## config.mk

```make
export PLATFORM = sky130hd
export DESIGN_NAME = multi_channel_pwm_timer
export DESIGN_NICKNAME = d
export VERILOG_FILES = /design/src/hdl/mcpt_pkg.sv /design/src/hdl/mcpt_counter.sv /design/src/hdl/mcpt_channels.sv /design/src/hdl/multi_channel_pwm_timer.sv
export SDC_FILE = /design/constraint.sdc
export NUM_CORES = 1
export LEC_CHECK = 0
export ABC_CLOCK_PERIOD_IN_PS = 6100
export BUFFER_PORTS_ARGS = -buffer_cell sky130_fd_sc_hd__buf_2
export CORE_UTILIZATION = 55
export CTS_CLUSTER_DIAMETER = 80
export DETAILED_ROUTE_END_ITERATION = 16
export MAX_ROUTING_LAYER = met4
export PLACE_DENSITY = 0.77
export SYNTH_ARGS = -nofsm -noshare
export SYNTH_HDL_FRONTEND = slang
export SYNTH_SLANG_ARGS = --single-unit
```

## constraint.sdc

```tcl
create_clock -name clk -period 6.1 [get_ports clk]
set_clock_uncertainty 0.15 [all_clocks]
set_input_delay 0.305 -clock clk [delete_from_list [all_inputs] [get_ports clk]]
set_output_delay 0.305 -clock clk [all_outputs]
set_load 0.01 [all_outputs]
```

## src/hdl/mcpt_pkg.sv

```systemverilog
`default_nettype none

package mcpt_pkg;

    // fixed field widths
    localparam int CMD_W        = 2;
    localparam int CHAN_IDX_W   = 2;
    localparam int VALUE_W      = 16;
    localparam int PWM_W        = 4;
    localparam int PERIOD_NOW_W = 16;
    localparam int PRESCALE_W   = 16;
    localparam int CFG_IDX_W    = 2;
    localparam int CFG_DATA_W   = 16;

    // parameter defaults
    localparam int DEF_CHANNELS    = 4;
    localparam int DEF_COUNT_WIDTH = 16;

    typedef enum logic [CMD_W-1:0] {
        CMD_TICK   = 2'd0,
        CMD_DUTY   = 2'd1,
        CMD_PERIOD = 2'd2
    } cmd_t;

    typedef enum logic [CFG_IDX_W-1:0] {
        CFG_PRESCALE   = 2'd0,
        CFG_ENABLE     = 2'd1,
        CFG_POLARITY   = 2'd2,
        CFG_COMPLEMENT = 2'd3
    } cfg_idx_t;

    // decoded request, valid only in the accept cycle
    typedef struct packed {
        logic tick;
        logic duty_wr;
        logic period_wr;
    } mcpt_op_t;

endpackage

`default_nettype wire

```

## src/hdl/mcpt_counter.sv

```systemverilog
`default_nettype none

module mcpt_counter #(
    parameter int COUNT_WIDTH = mcpt_pkg::DEF_COUNT_WIDTH
) (
    input  wire logic                            clk,
    input  wire logic                            rst_n,
    input  wire mcpt_pkg::mcpt_op_t              op,
    input  wire logic [COUNT_WIDTH-1:0]          value_cw,
    input  wire logic [mcpt_pkg::PRESCALE_W-1:0] prescale_divide,
    output logic [COUNT_WIDTH-1:0]               main_count_next,
    output logic [COUNT_WIDTH-1:0]               period_preload_next,
    output logic                                 update
);
    import mcpt_pkg::*;

    logic [PRESCALE_W-1:0]  prescale_count_reg, prescale_count_next;
    logic [COUNT_WIDTH-1:0] main_count_reg;
    logic [COUNT_WIDTH-1:0] period_preload_reg;
    logic [COUNT_WIDTH-1:0] period_active_reg, period_active_next;
    logic                   prescale_wrap;
    logic                   count_wrap;
    logic                   step;

    always_comb
    begin
        prescale_wrap = (prescale_count_reg >= prescale_divide);
        count_wrap    = (main_count_reg >= period_active_reg);
        step          = op.tick & prescale_wrap;
        update        = step & count_wrap;

        prescale_count_next = prescale_count_reg;
        if (op.tick)
        begin
            prescale_count_next = prescale_wrap ? '0 : prescale_count_reg + PRESCALE_W'(1);
        end

        main_count_next = main_count_reg;
        if (step)
        begin
            main_count_next = count_wrap ? '0 : main_count_reg + COUNT_WIDTH'(1);
        end

        period_active_next  = update ? period_preload_reg : period_active_reg;
        period_preload_next = op.period_wr ? value_cw : period_preload_reg;
    end

    always_ff @(posedge clk or negedge rst_n)
    begin
        if (!rst_n)
        begin
            prescale_count_reg <= '0;
            main_count_reg     <= '0;
            period_preload_reg <= '0;
            period_active_reg  <= '0;
        end
        else
        begin
            prescale_count_reg <= prescale_count_next;
            main_count_reg     <= main_count_next;
            period_preload_reg <= period_preload_next;
            period_active_reg  <= period_active_next;
        end
    end

endmodule

`default_nettype wire

```

## src/hdl/mcpt_channels.sv

```systemverilog
`default_nettype none

module mcpt_channels #(
    parameter int CHANNELS    = mcpt_pkg::DEF_CHANNELS,
    parameter int COUNT_WIDTH = mcpt_pkg::DEF_COUNT_WIDTH
) (
    input  wire logic                            clk,
    input  wire logic                            rst_n,
    input  wire mcpt_pkg::mcpt_op_t              op,
    input  wire logic [mcpt_pkg::CHAN_IDX_W-1:0] channel,
    input  wire logic [COUNT_WIDTH-1:0]          value_cw,
    input  wire logic                            update,
    input  wire logic [COUNT_WIDTH-1:0]          main_count_next,
    input  wire logic [mcpt_pkg::PWM_W-1:0]      enable_mask,
    input  wire logic [mcpt_pkg::PWM_W-1:0]      polarity_mask,
    input  wire logic [mcpt_pkg::PWM_W-1:0]      complementary_mask,
    output logic [mcpt_pkg::PWM_W-1:0]           pwm_out_next,
    output logic [mcpt_pkg::PWM_W-1:0]           pwm_out_inv_next
);
    import mcpt_pkg::*;

    genvar n;
    generate
        for (n = 0; n < PWM_W; n++)
        begin : g_ch
            if (n < CHANNELS)
            begin : g_live
                logic [COUNT_WIDTH-1:0] duty_preload_reg, duty_preload_next;
                logic [COUNT_WIDTH-1:0] duty_active_reg, duty_active_next;
                logic                   ref_level;

                always_comb
                begin
                    duty_preload_next = duty_preload_reg;
                    if (op.duty_wr && (channel == CHAN_IDX_W'(n)))
                    begin
                        duty_preload_next = value_cw;
                    end
                    duty_active_next = update ? duty_preload_reg : duty_active_reg;
                    // mode 1: high while the counter is below the duty
                    ref_level = (main_count_next < duty_active_next);
                    pwm_out_next[n] = (ref_level ^ polarity_mask[n]) & enable_mask[n];
                    pwm_out_inv_next[n] = ~ref_level & enable_mask[n]
                                          & complementary_mask[n];
                end

                always_ff @(posedge clk or negedge rst_n)
                begin
                    if (!rst_n)
                    begin
                        duty_preload_reg <= '0;
                        duty_active_reg  <= '0;
                    end
                    else
                    begin
                        duty_preload_reg <= duty_preload_next;
                        duty_active_reg  <= duty_active_next;
                    end
                end
            end
            else
            begin : g_unused
                assign pwm_out_next[n]     = 1'b0;
                assign pwm_out_inv_next[n] = 1'b0;
            end
        end
    endgenerate

endmodule

`default_nettype wire

```

## src/hdl/multi_channel_pwm_timer.sv

```systemverilog
// latency: a request's result is registered and shown the cycle after it is accepted
// throughput: one request per cycle unless a held result stalls in_ready; the
//   prescaler, counter and channel compares are combinational from state to result register
// reset: rst_n is asynchronous, active low; counters, preloads, active values,
//   configuration and the output valid all clear to zero
`default_nettype none

module multi_channel_pwm_timer #(
    parameter int CHANNELS    = mcpt_pkg::DEF_CHANNELS,
    parameter int COUNT_WIDTH = mcpt_pkg::DEF_COUNT_WIDTH
) (
    input  wire logic                              clk,
    input  wire logic                              rst_n,
    // configuration write channel
    input  wire logic                              cfg_valid,
    output logic                                   cfg_ready,
    input  wire logic [mcpt_pkg::CFG_IDX_W-1:0]    cfg_index,
    input  wire logic [mcpt_pkg::CFG_DATA_W-1:0]   cfg_data,
    // request channel
    input  wire logic                              in_valid,
    output logic                                   in_ready,
    input  wire logic [mcpt_pkg::CMD_W-1:0]        cmd,
    input  wire logic [mcpt_pkg::CHAN_IDX_W-1:0]   channel,
    input  wire logic [mcpt_pkg::VALUE_W-1:0]      value,
    // result channel
    output logic                                   out_valid,
    input  wire logic                              out_ready,
    output logic [mcpt_pkg::PWM_W-1:0]             pwm_out,
    output logic [mcpt_pkg::PWM_W-1:0]             pwm_out_inv,
    output logic                                   update_event,
    output logic [mcpt_pkg::PERIOD_NOW_W-1:0]      period_now
);
    import mcpt_pkg::*;

    // configuration registers
    logic [PRESCALE_W-1:0] prescale_divide_reg;
    logic [PWM_W-1:0]      enable_mask_reg;
    logic [PWM_W-1:0]      polarity_mask_reg;
    logic [PWM_W-1:0]      complementary_mask_reg;

    // result register
    logic                    out_valid_reg, out_valid_next;
    logic [PWM_W-1:0]        pwm_out_reg;
    logic [PWM_W-1:0]        pwm_out_inv_reg;
    logic                    update_event_reg;
    logic [PERIOD_NOW_W-1:0] period_now_reg;

    logic                   accept;
    mcpt_op_t               op;
    logic [COUNT_WIDTH-1:0] value_cw;
    logic [COUNT_WIDTH-1:0] main_count_next;
    logic [COUNT_WIDTH-1:0] period_preload_next;
    logic                   update;
    logic [PWM_W-1:0]       pwm_out_next;
    logic [PWM_W-1:0]       pwm_out_inv_next;

    // a new request is taken whenever the result slot is empty or draining
    assign in_ready  = !out_valid_reg || out_ready;
    assign accept    = in_valid && in_ready;
    assign cfg_ready = 1'b1;

    // decode the request; unused command code does nothing
    always_comb
    begin
        op.tick      = accept && (cmd == CMD_TICK);
        op.duty_wr   = accept && (cmd == CMD_DUTY);
        op.period_wr = accept && (cmd == CMD_PERIOD);
    end

    // written values are kept to the counter width
    assign value_cw = COUNT_WIDTH'(value);

    // prescaler, main counter and period shadow
    mcpt_counter #(
        .COUNT_WIDTH (COUNT_WIDTH)
    ) u_counter (
        .clk                 (clk),
        .rst_n               (rst_n),
        .op                  (op),
        .value_cw            (value_cw),
        .prescale_divide     (prescale_divide_reg),
        .main_count_next     (main_count_next),
        .period_preload_next (period_preload_next),
        .update              (update)
    );

    // duty shadows and per channel compare against the updated count
    mcpt_channels #(
        .CHANNELS    (CHANNELS),
        .COUNT_WIDTH (COUNT_WIDTH)
    ) u_channels (
        .clk                (clk),
        .rst_n              (rst_n),
        .op                 (op),
        .channel            (channel),
        .value_cw           (value_cw),
        .update             (update),
        .main_count_next    (main_count_next),
        .enable_mask        (enable_mask_reg),
        .polarity_mask      (polarity_mask_reg),
        .complementary_mask (complementary_mask_reg),
        .pwm_out_next       (pwm_out_next),
        .pwm_out_inv_next   (pwm_out_inv_next)
    );

    // configuration writes, taken in any cycle
    always_ff @(posedge clk or negedge rst_n)
    begin
        if (!rst_n)
        begin
            prescale_divide_reg    <= '0;
            enable_mask_reg        <= '0;
            polarity_mask_reg      <= '0;
            complementary_mask_reg <= '0;
        end
        else if (cfg_valid && cfg_ready)
        begin
            case (cfg_idx_t'(cfg_index))
                CFG_PRESCALE:   prescale_divide_reg    <= PRESCALE_W'(cfg_data);
                CFG_ENABLE:     enable_mask_reg        <= PWM_W'(cfg_data);
                CFG_POLARITY:   polarity_mask_reg      <= PWM_W'(cfg_data);
                CFG_COMPLEMENT: complementary_mask_reg <= PWM_W'(cfg_data);
                default:        ;
            endcase
        end
    end

    // result slot valid: set on accept, cleared when taken
    always_comb
    begin
        out_valid_next = out_valid_reg;
        if (accept)
        begin
            out_valid_next = 1'b1;
        end
        else if (out_ready)
        begin
            out_valid_next = 1'b0;
        end
    end

    always_ff @(posedge clk or negedge rst_n)
    begin
        if (!rst_n)
        begin
            out_valid_reg <= 1'b0;
        end
        else
        begin
            out_valid_reg <= out_valid_next;
        end
    end

    // result payload, loaded only with an accepted request
    always_ff @(posedge clk)
    begin
        if (accept)
        begin
            pwm_out_reg      <= pwm_out_next;
            pwm_out_inv_reg  <= pwm_out_inv_next;
            update_event_reg <= update;
            period_now_reg   <= PERIOD_NOW_W'(period_preload_next);
        end
    end

    assign out_valid    = out_valid_reg;
    assign pwm_out      = pwm_out_reg;
    assign pwm_out_inv  = pwm_out_inv_reg;
    assign update_event = update_event_reg;
    assign period_now   = period_now_reg;

endmodule

`default_nettype wire

```

* Yosys cells after proc, flatten, opt, wreduce, memory -nomap -nowiden
Index checks and enable logic that the tools add are counted.
Widths: inputs -> output; s select.
** Cells by class
- Add/subtract/negate cells :: 2
- Order comparisons :: 6
- Eq/ne operators :: 8
- Mux-type cells :: 10
- Bitwise gates (word level) :: 22
- Reductions and logical operators :: 18
** Operators by type and width (number)
- $mux 16 :: 8
- $lt 16x16->1 :: 4
- $add 16x1->16 const B :: 2
- $ge 16x16->1 :: 2
- $and 1x1->1 :: 14
- $eq 2x2->1 const B :: 5
- $logic_and 1x1->1 :: 8
- $reduce_and 2->1 :: 4
- $eq 2x1->1 const B :: 3
- $logic_not 2->1 :: 3
- $not 1->1 :: 4
- $xor 1x1->1 :: 4
- $mux 1 :: 2
- $reduce_bool 2->1 :: 1
- $logic_not 1->1 :: 1
- $logic_or 1x1->1 :: 1
** Word-level totals
- Register bits after elaboration :: 246
- Input port bits :: 43
- Output and inout bits :: 28
- Word-level logic and storage cells :: 87

* Depth between registers and ports, before layout
Gate-level depths: netlist of the first run.
- Depth after elaboration :: 11
- Depth in mapped cells :: 20
- Depth with buffers taken out :: 19

* Cells and area by module
Synthesis of the first run repeated with hierarchy kept, for this count alone.
** Second synthesis, totals
- Cells, all modules :: 941
- Area, all modules :: 11842.6 um2
** By module, submodules not included
- mcpt_channels :: instances 1, cells each 499, area each 6261.0 um2, seq. area each 3203.1 um2
- mcpt_counter :: instances 1, cells each 347, area each 3676.0 um2, seq. area each 1601.5 um2
- multi_channel_pwm_timer :: instances 1, cells each 95, area each 1905.6 um2, seq. area each 1476.4 um2

* Worst setup path after synthesis of the first run
Ideal clock, no wire load.
- Path kind :: reg2reg
- From :: register u_counter.main_count_reg[0]
- To :: register pwm_out_inv_reg[0] (netlist: pwm_out_inv[0]), data pin
- Library setup time :: 0.255 ns
- Data arrival time :: 4.117 ns
- Slack :: 1.578 ns
- Cell stages (with the launch flop) :: 21
- Path buffers :: 3
- Period minus slack after synthesis :: 4.522 ns
- Cell sequence :: dfrtp_1 inv_1 ha_1 nand2b_1 a2111oi_0 o41ai_1 o31ai_1 a21boi_2 buf_4 buf_4 buf_2 nor2_1 ha_1 a21o_1 a21o_1 a21oi_1 nor2_1 a2111oi_0 o21ai_0 a21o_1 and3_1
** Between the ends
- Word-level cells in the longest chain between the ends :: 7
- Elaborated cells between the ends (all ways) :: 10
- Classes of those cells :: add/sub (1); order compare (2); mux (3); bitwise (4)
** Ends and longest elaborated chain
- from (decl) :: RTL line mcpt_counter.sv:18 : logic [COUNT_WIDTH-1:0] main_count_reg;
- from (signal assigned) :: RTL line mcpt_counter.sv:60 : main_count_reg <= main_count_next;
- $ge 16x16->1 :: RTL line mcpt_counter.sv:28 : count_wrap = (main_count_reg >= period_active_reg);
- $and 1x1->1 :: RTL line mcpt_counter.sv:30 : update = step & count_wrap;
- named net u_channels.update :: RTL line mcpt_channels.sv:12 : input wire logic update,
- $mux 16 :: RTL line mcpt_channels.sv:39 : duty_active_next = update ? duty_preload_reg : duty_active_reg;
- $lt 16x16->1 :: RTL line mcpt_channels.sv:41 : ref_level = (main_count_next < duty_active_next);
- $not 1->1 :: RTL line mcpt_channels.sv:43 : pwm_out_inv_next[n] = ~ref_level & enable_mask[n]
- $and 1x1->1 :: RTL line mcpt_channels.sv:43
- $and 1x1->1 :: RTL line mcpt_channels.sv:44 : & complementary_mask[n];
- named net pwm_out_inv_next[0] :: RTL line multi_channel_pwm_timer.sv:55 : logic [PWM_W-1:0] pwm_out_inv_next;
- to (signal assigned) :: RTL line multi_channel_pwm_timer.sv:160 : pwm_out_inv_reg <= pwm_out_inv_next;
- to (decl) :: RTL line multi_channel_pwm_timer.sv:44 : logic [PWM_W-1:0] pwm_out_inv_reg;
The timed path passes the listed nets, and every way through them passes these cells.
A chain may end at the register's enable or synchronous reset.

* Final worst setup path of the first run
- From :: register u_counter.main_count_reg[0]
- To :: register pwm_out_reg[3] (netlist: pwm_out[3]), data pin
** Between the ends
- Word-level cells in the longest chain between the ends :: 6
- Elaborated cells between the ends (all ways) :: 9
- Classes of those cells :: add/sub (1); order compare (2); mux (3); bitwise (3)
** Ends and longest elaborated chain
- $add 16x1->16 or $ge 16x16->1 (tied branches) :: RTL line mcpt_counter.sv:41, mcpt_counter.sv:28
- $mux 16 * :: RTL line mcpt_counter.sv:41 : main_count_next = count_wrap ? '0 : main_count_reg + COUNT_WIDTH'(1);
- $mux 16 * :: RTL line mcpt_counter.sv:39 : if (step)
- named net main_count_next[6] :: RTL line multi_channel_pwm_timer.sv:51 : logic [COUNT_WIDTH-1:0] main_count_next;
- $lt 16x16->1 * :: RTL line mcpt_channels.sv:41
- $xor 1x1->1 * :: RTL line mcpt_channels.sv:42 : pwm_out_next[n] = (ref_level ^ polarity_mask[n]) & enable_mask[n];
- $and 1x1->1 * :: RTL line mcpt_channels.sv:42
- named net pwm_out_next[3] :: RTL line multi_channel_pwm_timer.sv:54 : logic [PWM_W-1:0] pwm_out_next;
- to (signal assigned) :: RTL line multi_channel_pwm_timer.sv:159 : pwm_out_reg <= pwm_out_next;
- to (decl) :: RTL line multi_channel_pwm_timer.sv:43 : logic [PWM_W-1:0] pwm_out_reg;
Mark *: on every way through the listed nets, which the timed path passes. The rest lies on a longest branch.

==> results summary, run 1 <==
Dividing the detail-routed via count by the number of cells gives 5.59. Sorting the synthesized cells by how often they occur yields sky130_fd_sc_hd__dfrtp_1, sky130_fd_sc_hd__inv_1, sky130_fd_sc_hd__mux2_2. The overall via count from detail_route came out at 7766. Setup violations remaining at the end of the flow were counted as 0. The clock tree buffer depth came out at 3.

The register bit total from synthesis came out at 246. The initial antenna violation count came out at 0. In the routed design, unresolved DRC markers number 0. The startpoint identified for the worst register-to-register timing path is u_counter.main_count_reg[0].

The worst hold path belongs to the class in2reg. STA classifies the critical path endpoint as a flop. The cell with the most instances after synthesis is sky130_fd_sc_hd__dfrtp_1. The largest driver fanout on the critical path came out at 47.

The final critical-path required period came out at slightly below 6 ns. The cell type with the highest aggregate area in the netlist is sky130_fd_sc_hd__dfrtp_1. The deepest level of the CTS H-tree came out at 1.

Entering global routing, the biggest net connects between 80 and 90 pins. The cell row count is between 50 and 60. Measured along the x axis, the die boundary spans roughly 150 um. The worst-case IR drop observed on VDD is 224 uV.

The number of synthesized flops with an enable pin came out at 25. The fraction of final layout cells with drive strength greater than 1 is about a fifth. The flow ran to the end, and the final reports show no timing, DRC or antenna violations. The violation count after the first detailed-routing iteration came out at 498. The via count of the first global-routing pass is approximately 8000. The number of violations of the max-capacitance limit is 0. The die covers between 20000 and 25000 um^2. The net count of the mapped netlist came out at between 1000 and 1500.

Setup repair after global routing left no endpoint under its margin. The first-pass GRT wire length is just over 40000 um. The share of the clock period used by the worst path is a little over nine tenths. The wire-length estimate of the detail-placed layout is roughly 18000 um. The post-cts repair resize count came out at 0. The netlist area before placement is 11700 um^2. The count of buffers from port buffering came out at ~70. The TritonCTS sink count came out at 246. Data on the critical path arrives at its endpoint at between 6 and 7 ns.

The sort of element at the start of the critical path is a flop. After clock tree synthesis, the clock-pin slew on the worst setup and hold paths is 0.06 ns. The number of distinct standard cells referenced by the synthesized netlist is 49. For flop-to-flop paths, the worst setup slack is about 0.3 ns.

The average size of a mapped cell is 11.8 um^2. The antenna violation net count after detailed routing is 0. The number of setup buffers added after CTS is 0. Synthesis produced 990 cells. The number of buffers added by the clock tree synthesis step is 25. The area fraction of the dominant cell type after synthesis came out at a little under half. The count of hold-fix buffers inserted at cts is 27. Yosys attributes the largest share of cell area to sky130_fd_sc_hd__dfrtp_1, sky130_fd_sc_hd__ha_1, sky130_fd_sc_hd__mux2_2. CTS placed an instance of sky130_fd_sc_hd__clkbuf_16 at the clock tree root. In the synthesized netlist the async set-or-reset flop fraction comes to approximately 90%. The part of the Yosys area used for sequential elements is 53.7%.

The non-filler instance count after layout is 1389. The clock tree from TritonCTS is done. At the end of the flow, the number of nets in the layout was roughly 1200. Routability-driven placement finished with a final weighted congestion of around 0.9. The power density over the cells came out at 276 nW/um^2. Among all flip-flop cells after synthesis, the most frequent one is sky130_fd_sc_hd__dfrtp_1. The routed length per instance came out at roughly 19 um. At the worst endpoint, the required time is roughly 6.3 ns. The worst setup path endpoint is pwm_out[3]. The total wirelength of the detailed-routed design came out at ~26000 um. The vertical extent of the die is between 100 and 150 um. The final worst-path setup slack came out at 0.304 ns.

The classification of the worst setup path is reg2reg. The region available for standard cell placement spans ~21000 um^2. At the later pin of the worst-skew pair, clock insertion delay measures approximately 0.52 ns.

The max-slew violation count is 0. At the pin with the least slew margin, the transition time is between 1 and 1.5 ns. The synthesis-to-layout area growth came out at 14.4%. In this run the worst setup path begins at u_counter.main_count_reg[0]. Global routing finished with a remaining overflow of 0. The number of diodes added for antenna fixing came out at 0. The effective utilization at floorplan is between 50% and 60%.

The count of pins on the block boundary is 71. The number of placed instances with taps included came out at ~1300. The relative max-transition margin came out at 28.5%. The total number of yosys warnings is 0. Timing would allow up to about 170 MHz. In the final timing run, aggregate negative setup slack is 0 ns. The worst setup slack before clock tree synthesis came out at 0.513 ns. The final count of hold timing violations came out at 0. The number of search-and-repair iterations in the first detailed-routing pass is 6. The worst register-to-register path ends at pwm_out[3]. The depth of the most critical reg-to-reg path is 17. The total routing resource utilization after global routing is about a quarter.

The leakage power total is 6.79 nW.
critical path, cell delays in order (launching register included):
cell and delay [ns]:
sky130_fd_sc_hd__dfrtp_1 0.46, sky130_fd_sc_hd__inv_1 0.07, sky130_fd_sc_hd__ha_1 0.26, sky130_fd_sc_hd__nand2b_1 0.13, sky130_fd_sc_hd__a2111oi_0 0.61, sky130_fd_sc_hd__o41ai_1 0.15, sky130_fd_sc_hd__o31ai_1 0.62, sky130_fd_sc_hd__a21boi_4 0.23
sky130_fd_sc_hd__buf_12 0.26, sky130_fd_sc_hd__nor2_1 0.46, sky130_fd_sc_hd__ha_1 0.34, sky130_fd_sc_hd__nor2b_1 0.13, sky130_fd_sc_hd__o21ai_0 0.14, sky130_fd_sc_hd__nand2b_1 0.09, sky130_fd_sc_hd__a2111oi_0 0.68, sky130_fd_sc_hd__o221ai_1 0.23
sky130_fd_sc_hd__a21oi_1 0.36, sky130_fd_sc_hd__mux2i_1 0.25
power breakdown:
| part | switching (mW) | internal [mW] | total, mW |
|---|---|---|---|
| Clock | 0.605 | 0.762 | 1.37 |
| Combinational | 0.181 | 0.189 | 0.370 |
| Sequential | 0.103 | 1.85 | 1.96 |
| Total | 0.889 | 2.81 | 3.70 |
cells in the final DEF, fill, tap and decap left out, types with 27 or more instances in the layout:
cell type and n:
sky130_fd_sc_hd__dfrtp_1 221, sky130_fd_sc_hd__a21oi_1 36, sky130_fd_sc_hd__buf_2 68, sky130_fd_sc_hd__dlygate4sd3_1 27
sky130_fd_sc_hd__nand2_1 67, sky130_fd_sc_hd__ha_1 94, sky130_fd_sc_hd__mux2i_1 63, sky130_fd_sc_hd__o21ai_0 69
sky130_fd_sc_hd__mux2_2 97, sky130_fd_sc_hd__inv_1 106, sky130_fd_sc_hd__nor2_1 33
through the flow:
step           utilization (%)  area [um^2]  total power [mW]  hold WS (ns)
2_1_floorplan                -        11700              2.18        -0.141
3_3_place_gp              60.2        12400              2.32         0.178
5_1_grt                   65.0        13400              3.86       0.00639
6_report                  65.0        13400              3.70       0.00633
4_1_cts                   65.0        13400              3.73       0.00840
3_5_place_dp              60.2        12400              2.34         0.180
kinds of logic (layout without fill, tap and decap cells):
family	count (synthesis)	after routing	synth area share (%)
flip-flops	246	246	53.7
AO/OA/AOI/OAI	145	145	7.27
XOR/XNOR	16	16	1.20
other	1	1	0.0321
multiplexers	160	160	14.7
buffers and inverters	131	260	4.58
AND/OR/NAND/NOR	197	197	8.38
adder cells (fa/ha/maj)	94	94	10.1
per-layer routing:
layer / up-vias / GRT usage (%) / share of wire [%]
met5: - / - / 0
met4: 0 / 7.42 / 2.9
met3: 55 / 3.73 / 4.7
met2: 202 / 40.4 / 48
met1: 3831 / 33.7 / 45
li1: 3678 / - / -
worst min path at each step:
| stage | startpoint | end | slack, ns | cells after the start |
|---|---|---|---|---|
| after CTS | value[0] | u_channels.g_ch[1].g_live.duty_preload_reg[0] | 0.008 | 2 |
| after global placement | rst_n | u_channels.g_ch[1].g_live.duty_preload_reg[8] | 0.18 | 1 |
| after global routing | value[0] | u_channels.g_ch[1].g_live.duty_preload_reg[0] | 0.006 | 2 |
| after floorplan | rst_n | complementary_mask_reg[0] | -0.14 | 0 |
| after detailed placement | rst_n | u_channels.g_ch[1].g_live.duty_active_reg[8] | 0.18 | 1 |
| final | value[14] | u_channels.g_ch[3].g_live.duty_preload_reg[14] | 0.006 | 2 |
area by class of cell:
cell class                      count  area, um^2
Clock buffer                       33         666
Clock inverter                     12        53.8
Fill cell                        1562        7190
Inverter                          106         398
Multi-Input combinational cell    613        4890
Sequential cell                   246        6280
Tap cell                          270         338
Timing Repair Buffer              109         748
(Power assumes the default switching activity.)
==> run 2: changes to the inputs <==
--- a/config.mk
+++ b/config.mk
@@ -12,6 +12,7 @@
 export DETAILED_ROUTE_END_ITERATION = 16
 export MAX_ROUTING_LAYER = met4
 export PLACE_DENSITY = 0.77
+export RECOVER_POWER = 100
 export SYNTH_ARGS = -nofsm -noshare
 export SYNTH_HDL_FRONTEND = slang
 export SYNTH_SLANG_ARGS = --single-unit
==> run 2 against run 1 <==
The run now ends with capacitance limit, slew limit left; count of clock-buffer cells in the layout stayed put; die area stayed put; maximum frequency is 0.24% lower; cell area is 0.76% lower; hold slack better by 0.0058 ns; sequential power hardly changed; global-route usage stayed put; critical path depth stayed put; sequential share of layout area is 0.36 points higher; critical endpoint unchanged; highest routed layer unchanged.
==> results summary, run 2 (same netlist as run 1, synthesis figures left out) <==
The run finished, with violations left. The final reports fail on capacitance limit, slew limit. The worst setup slack before clock tree synthesis is 0.513 ns (unchanged). TritonCTS built the clock tree. The total routing resource utilization after global routing is 25.3% (unchanged). The count of endpoints failing setup in the final report came out at 0 (unchanged). The number of search-and-repair iterations in the first detailed-routing pass came to 5 (-1). The relative max-transition margin came to -188% (-220 points). The final worst-path setup slack is 0.290 ns (-0.0142 ns). The violation count after the first detailed-routing iteration is 504 (+1.2%). The count of pins on the block boundary came to 71 (unchanged). The clock-pin slew reported for the worst setup and hold paths after clock tree synthesis is 0.06 ns (about the same). The overall via count from detail_route is 7782 (+0.21%). The effective utilization at floorplan came to 56.9% (unchanged). The clock tree buffer depth came to 3 (unchanged). The vertical extent of the die is 148 um (unchanged). The type of the worst min-delay path is in2reg. The number of nets in the layout is 1238 (unchanged). The share of the clock period used by the worst path came out at 95.3% (+0.23 points). The count of buffers from port buffering is 69 (unchanged).

The post-DP HPWL is 17600 um (unchanged). The capturing element type of the critical path is a flop. The worst ir drop on vdd came out at 224 uV (about the same). The classification of the worst setup path is reg2reg. The routed length per instance is 18.5 um (about the same).

The worst-margin pin slew is 4.32 ns (+3.25 ns). The area of the placeable core was 20600 um^2 (unchanged). The total wirelength of the detailed-routed design was 25700 um (about the same). The largest net degree at the start of global routing was 86 (unchanged). The initial antenna violation count came out at 0 (unchanged). Setup repair after global routing left no endpoint under its margin.

The leakage power total is 6.64 nW (-2.1%). The final critical-path required period is 5.81 ns (+0.0142 ns). The final count of hold timing violations is 0 (unchanged).

The clock latency of the later-clocked register in the worst-skew pair came out at 0.52 ns (about the same). STA classifies the critical path startpoint as a flop. The final worst hold slack came to 0.0121 ns (+0.00576 ns). The average vias per placed instance is 5.60 (+0.21%).

The root buffer selected by CTS is sky130_fd_sc_hd__clkbuf_16. The power density over the cells was 278 nW/um^2 (+0.53%). The first-pass GRT wire length is 41500 um (unchanged).

The number of violations of the max-capacitance limit is 3 (+3). The max-slew violation count is 125 (+125). The post-CTS setup repair buffer count came to 0 (unchanged).

The setup TNS was 0 ns (unchanged). The number of buffers added by the clock tree synthesis step is 25 (unchanged). The largest driver fanout on the critical path came to 47 (unchanged). The deepest level of the CTS H-tree came out at 1 (unchanged). The placer congestion estimate came out at 0.896 (unchanged). The data arrival at the endpoint of the critical path was 5.92 ns (-0.09 ns). The TritonCTS sink count came out at 246 (unchanged). The library cell used most frequently in the layout, excluding fill and tap cells, is sky130_fd_sc_hd__dfrtp_1.

The utilization of the core after routing is 64.6% (-0.49 points). The timing-limited maximum frequency is 172 MHz (-0.24%). The post-detailed-route DRC marker count is 0 (unchanged).

The aggregate global routing overflow came to 0 (unchanged). In the layout the commonest cells are sky130_fd_sc_hd__dfrtp_1, sky130_fd_sc_hd__inv_1, sky130_fd_sc_hd__ha_1, sky130_fd_sc_hd__mux2_2, sky130_fd_sc_hd__o21ai_0. The die outline area was 21800 um^2 (unchanged). The fraction of final layout cells with drive strength greater than 1 is 14.3% (-5.0 points). The antenna violation net count after detailed routing came out at 0 (unchanged). The required arrival time at the worst endpoint is 6.21 ns (-0.10 ns). Compared with the post-synthesis result, the final layout area differs by 13.6%. The via count of the first global-routing pass came out at 7821 (unchanged).

The cell row count came out at 52 (unchanged). The die width is 148 um (unchanged). The number of diodes added for antenna fixing is 0 (unchanged).
[run 2: power breakdown]
group / switching [mW] / leakage [nW] / internal [mW]
registers: 0.104 / 3.07 / 1.86
clock network: 0.607 / 0.350 / 0.762
logic: 0.180 / 3.23 / 0.178
[run 2: path summary, 6_finish.rpt]
kind	start	endpoint	slack (ns)	cells past startpoint
max in group asynchronous	rst_n	u_counter.main_count_reg[14]	1.14	3
hold / removal	value[8]	u_channels.g_ch[1].g_live.duty_preload_reg[8]	0.01	2
setup / recovery	u_counter.main_count_reg[0]	pwm_out[3]	0.29	17
min in group asynchronous	rst_n	u_channels.g_ch[0].g_live.duty_preload_reg[13]	1.72	2
setup reg to reg	u_counter.main_count_reg[0]	pwm_out[3]	0.29	17
hold reg to reg	u_counter.period_preload_reg[3]	u_counter.period_active_reg[3]	0.33	2
[run 2: per-layer routing]
layer / share of wire, % / up-vias / track usage, %
li1: - / 3692 / -
met1: 45 / 3842 / 33.7
met2: 48 / 193 / 40.4
met3: 4.6 / 55 / 3.73
met4: 2.9 / 0 / 7.42
met5: 0 / - / -
[run 2: what timing repair did]
action	4_1_cts	5_1_grt
hold buffers	27	0
gates resized for setup	0	0
hold endpoints to repair	147	0
[run 2: layout make-up]
cell class	count	area, um^2
fillers	1594	7290
inverters	106	398
multi-input cells	613	4870
flip-flops and latches	246	6280
clock buffers	33	666
well taps	270	338
repair buffers	109	664
clock inverters	12	53.8
[run 2: critical path: stages, from the launching register on]
cell and delay, ns:
sky130_fd_sc_hd__dfrtp_1 0.47, sky130_fd_sc_hd__inv_1 0.07, sky130_fd_sc_hd__ha_1 0.26, sky130_fd_sc_hd__nand2b_1 0.13, sky130_fd_sc_hd__a2111oi_0 0.61, sky130_fd_sc_hd__o41ai_1 0.15, sky130_fd_sc_hd__o31ai_1 0.65, sky130_fd_sc_hd__a21boi_4 0.23
sky130_fd_sc_hd__buf_12 0.26, sky130_fd_sc_hd__nor2_1 0.46, sky130_fd_sc_hd__ha_1 0.34, sky130_fd_sc_hd__nor2b_1 0.13, sky130_fd_sc_hd__o21ai_0 0.14, sky130_fd_sc_hd__nand2b_1 0.09, sky130_fd_sc_hd__a2111oi_0 0.67, sky130_fd_sc_hd__o221ai_1 0.23
sky130_fd_sc_hd__a21oi_1 0.35, sky130_fd_sc_hd__mux2i_1 0.13
[run 2: metrics by stage]
stage / std cells / area [um^2] / total power [mW]
after detailed placement: 1317 / 12400 / 2.34
after global routing: 1389 / 13300 / 3.84
after global placement: 1317 / 12400 / 2.32
after floorplan: 990 / 11700 / 2.18
after CTS: 1389 / 13400 / 3.73
final: 1389 / 13300 / 3.69
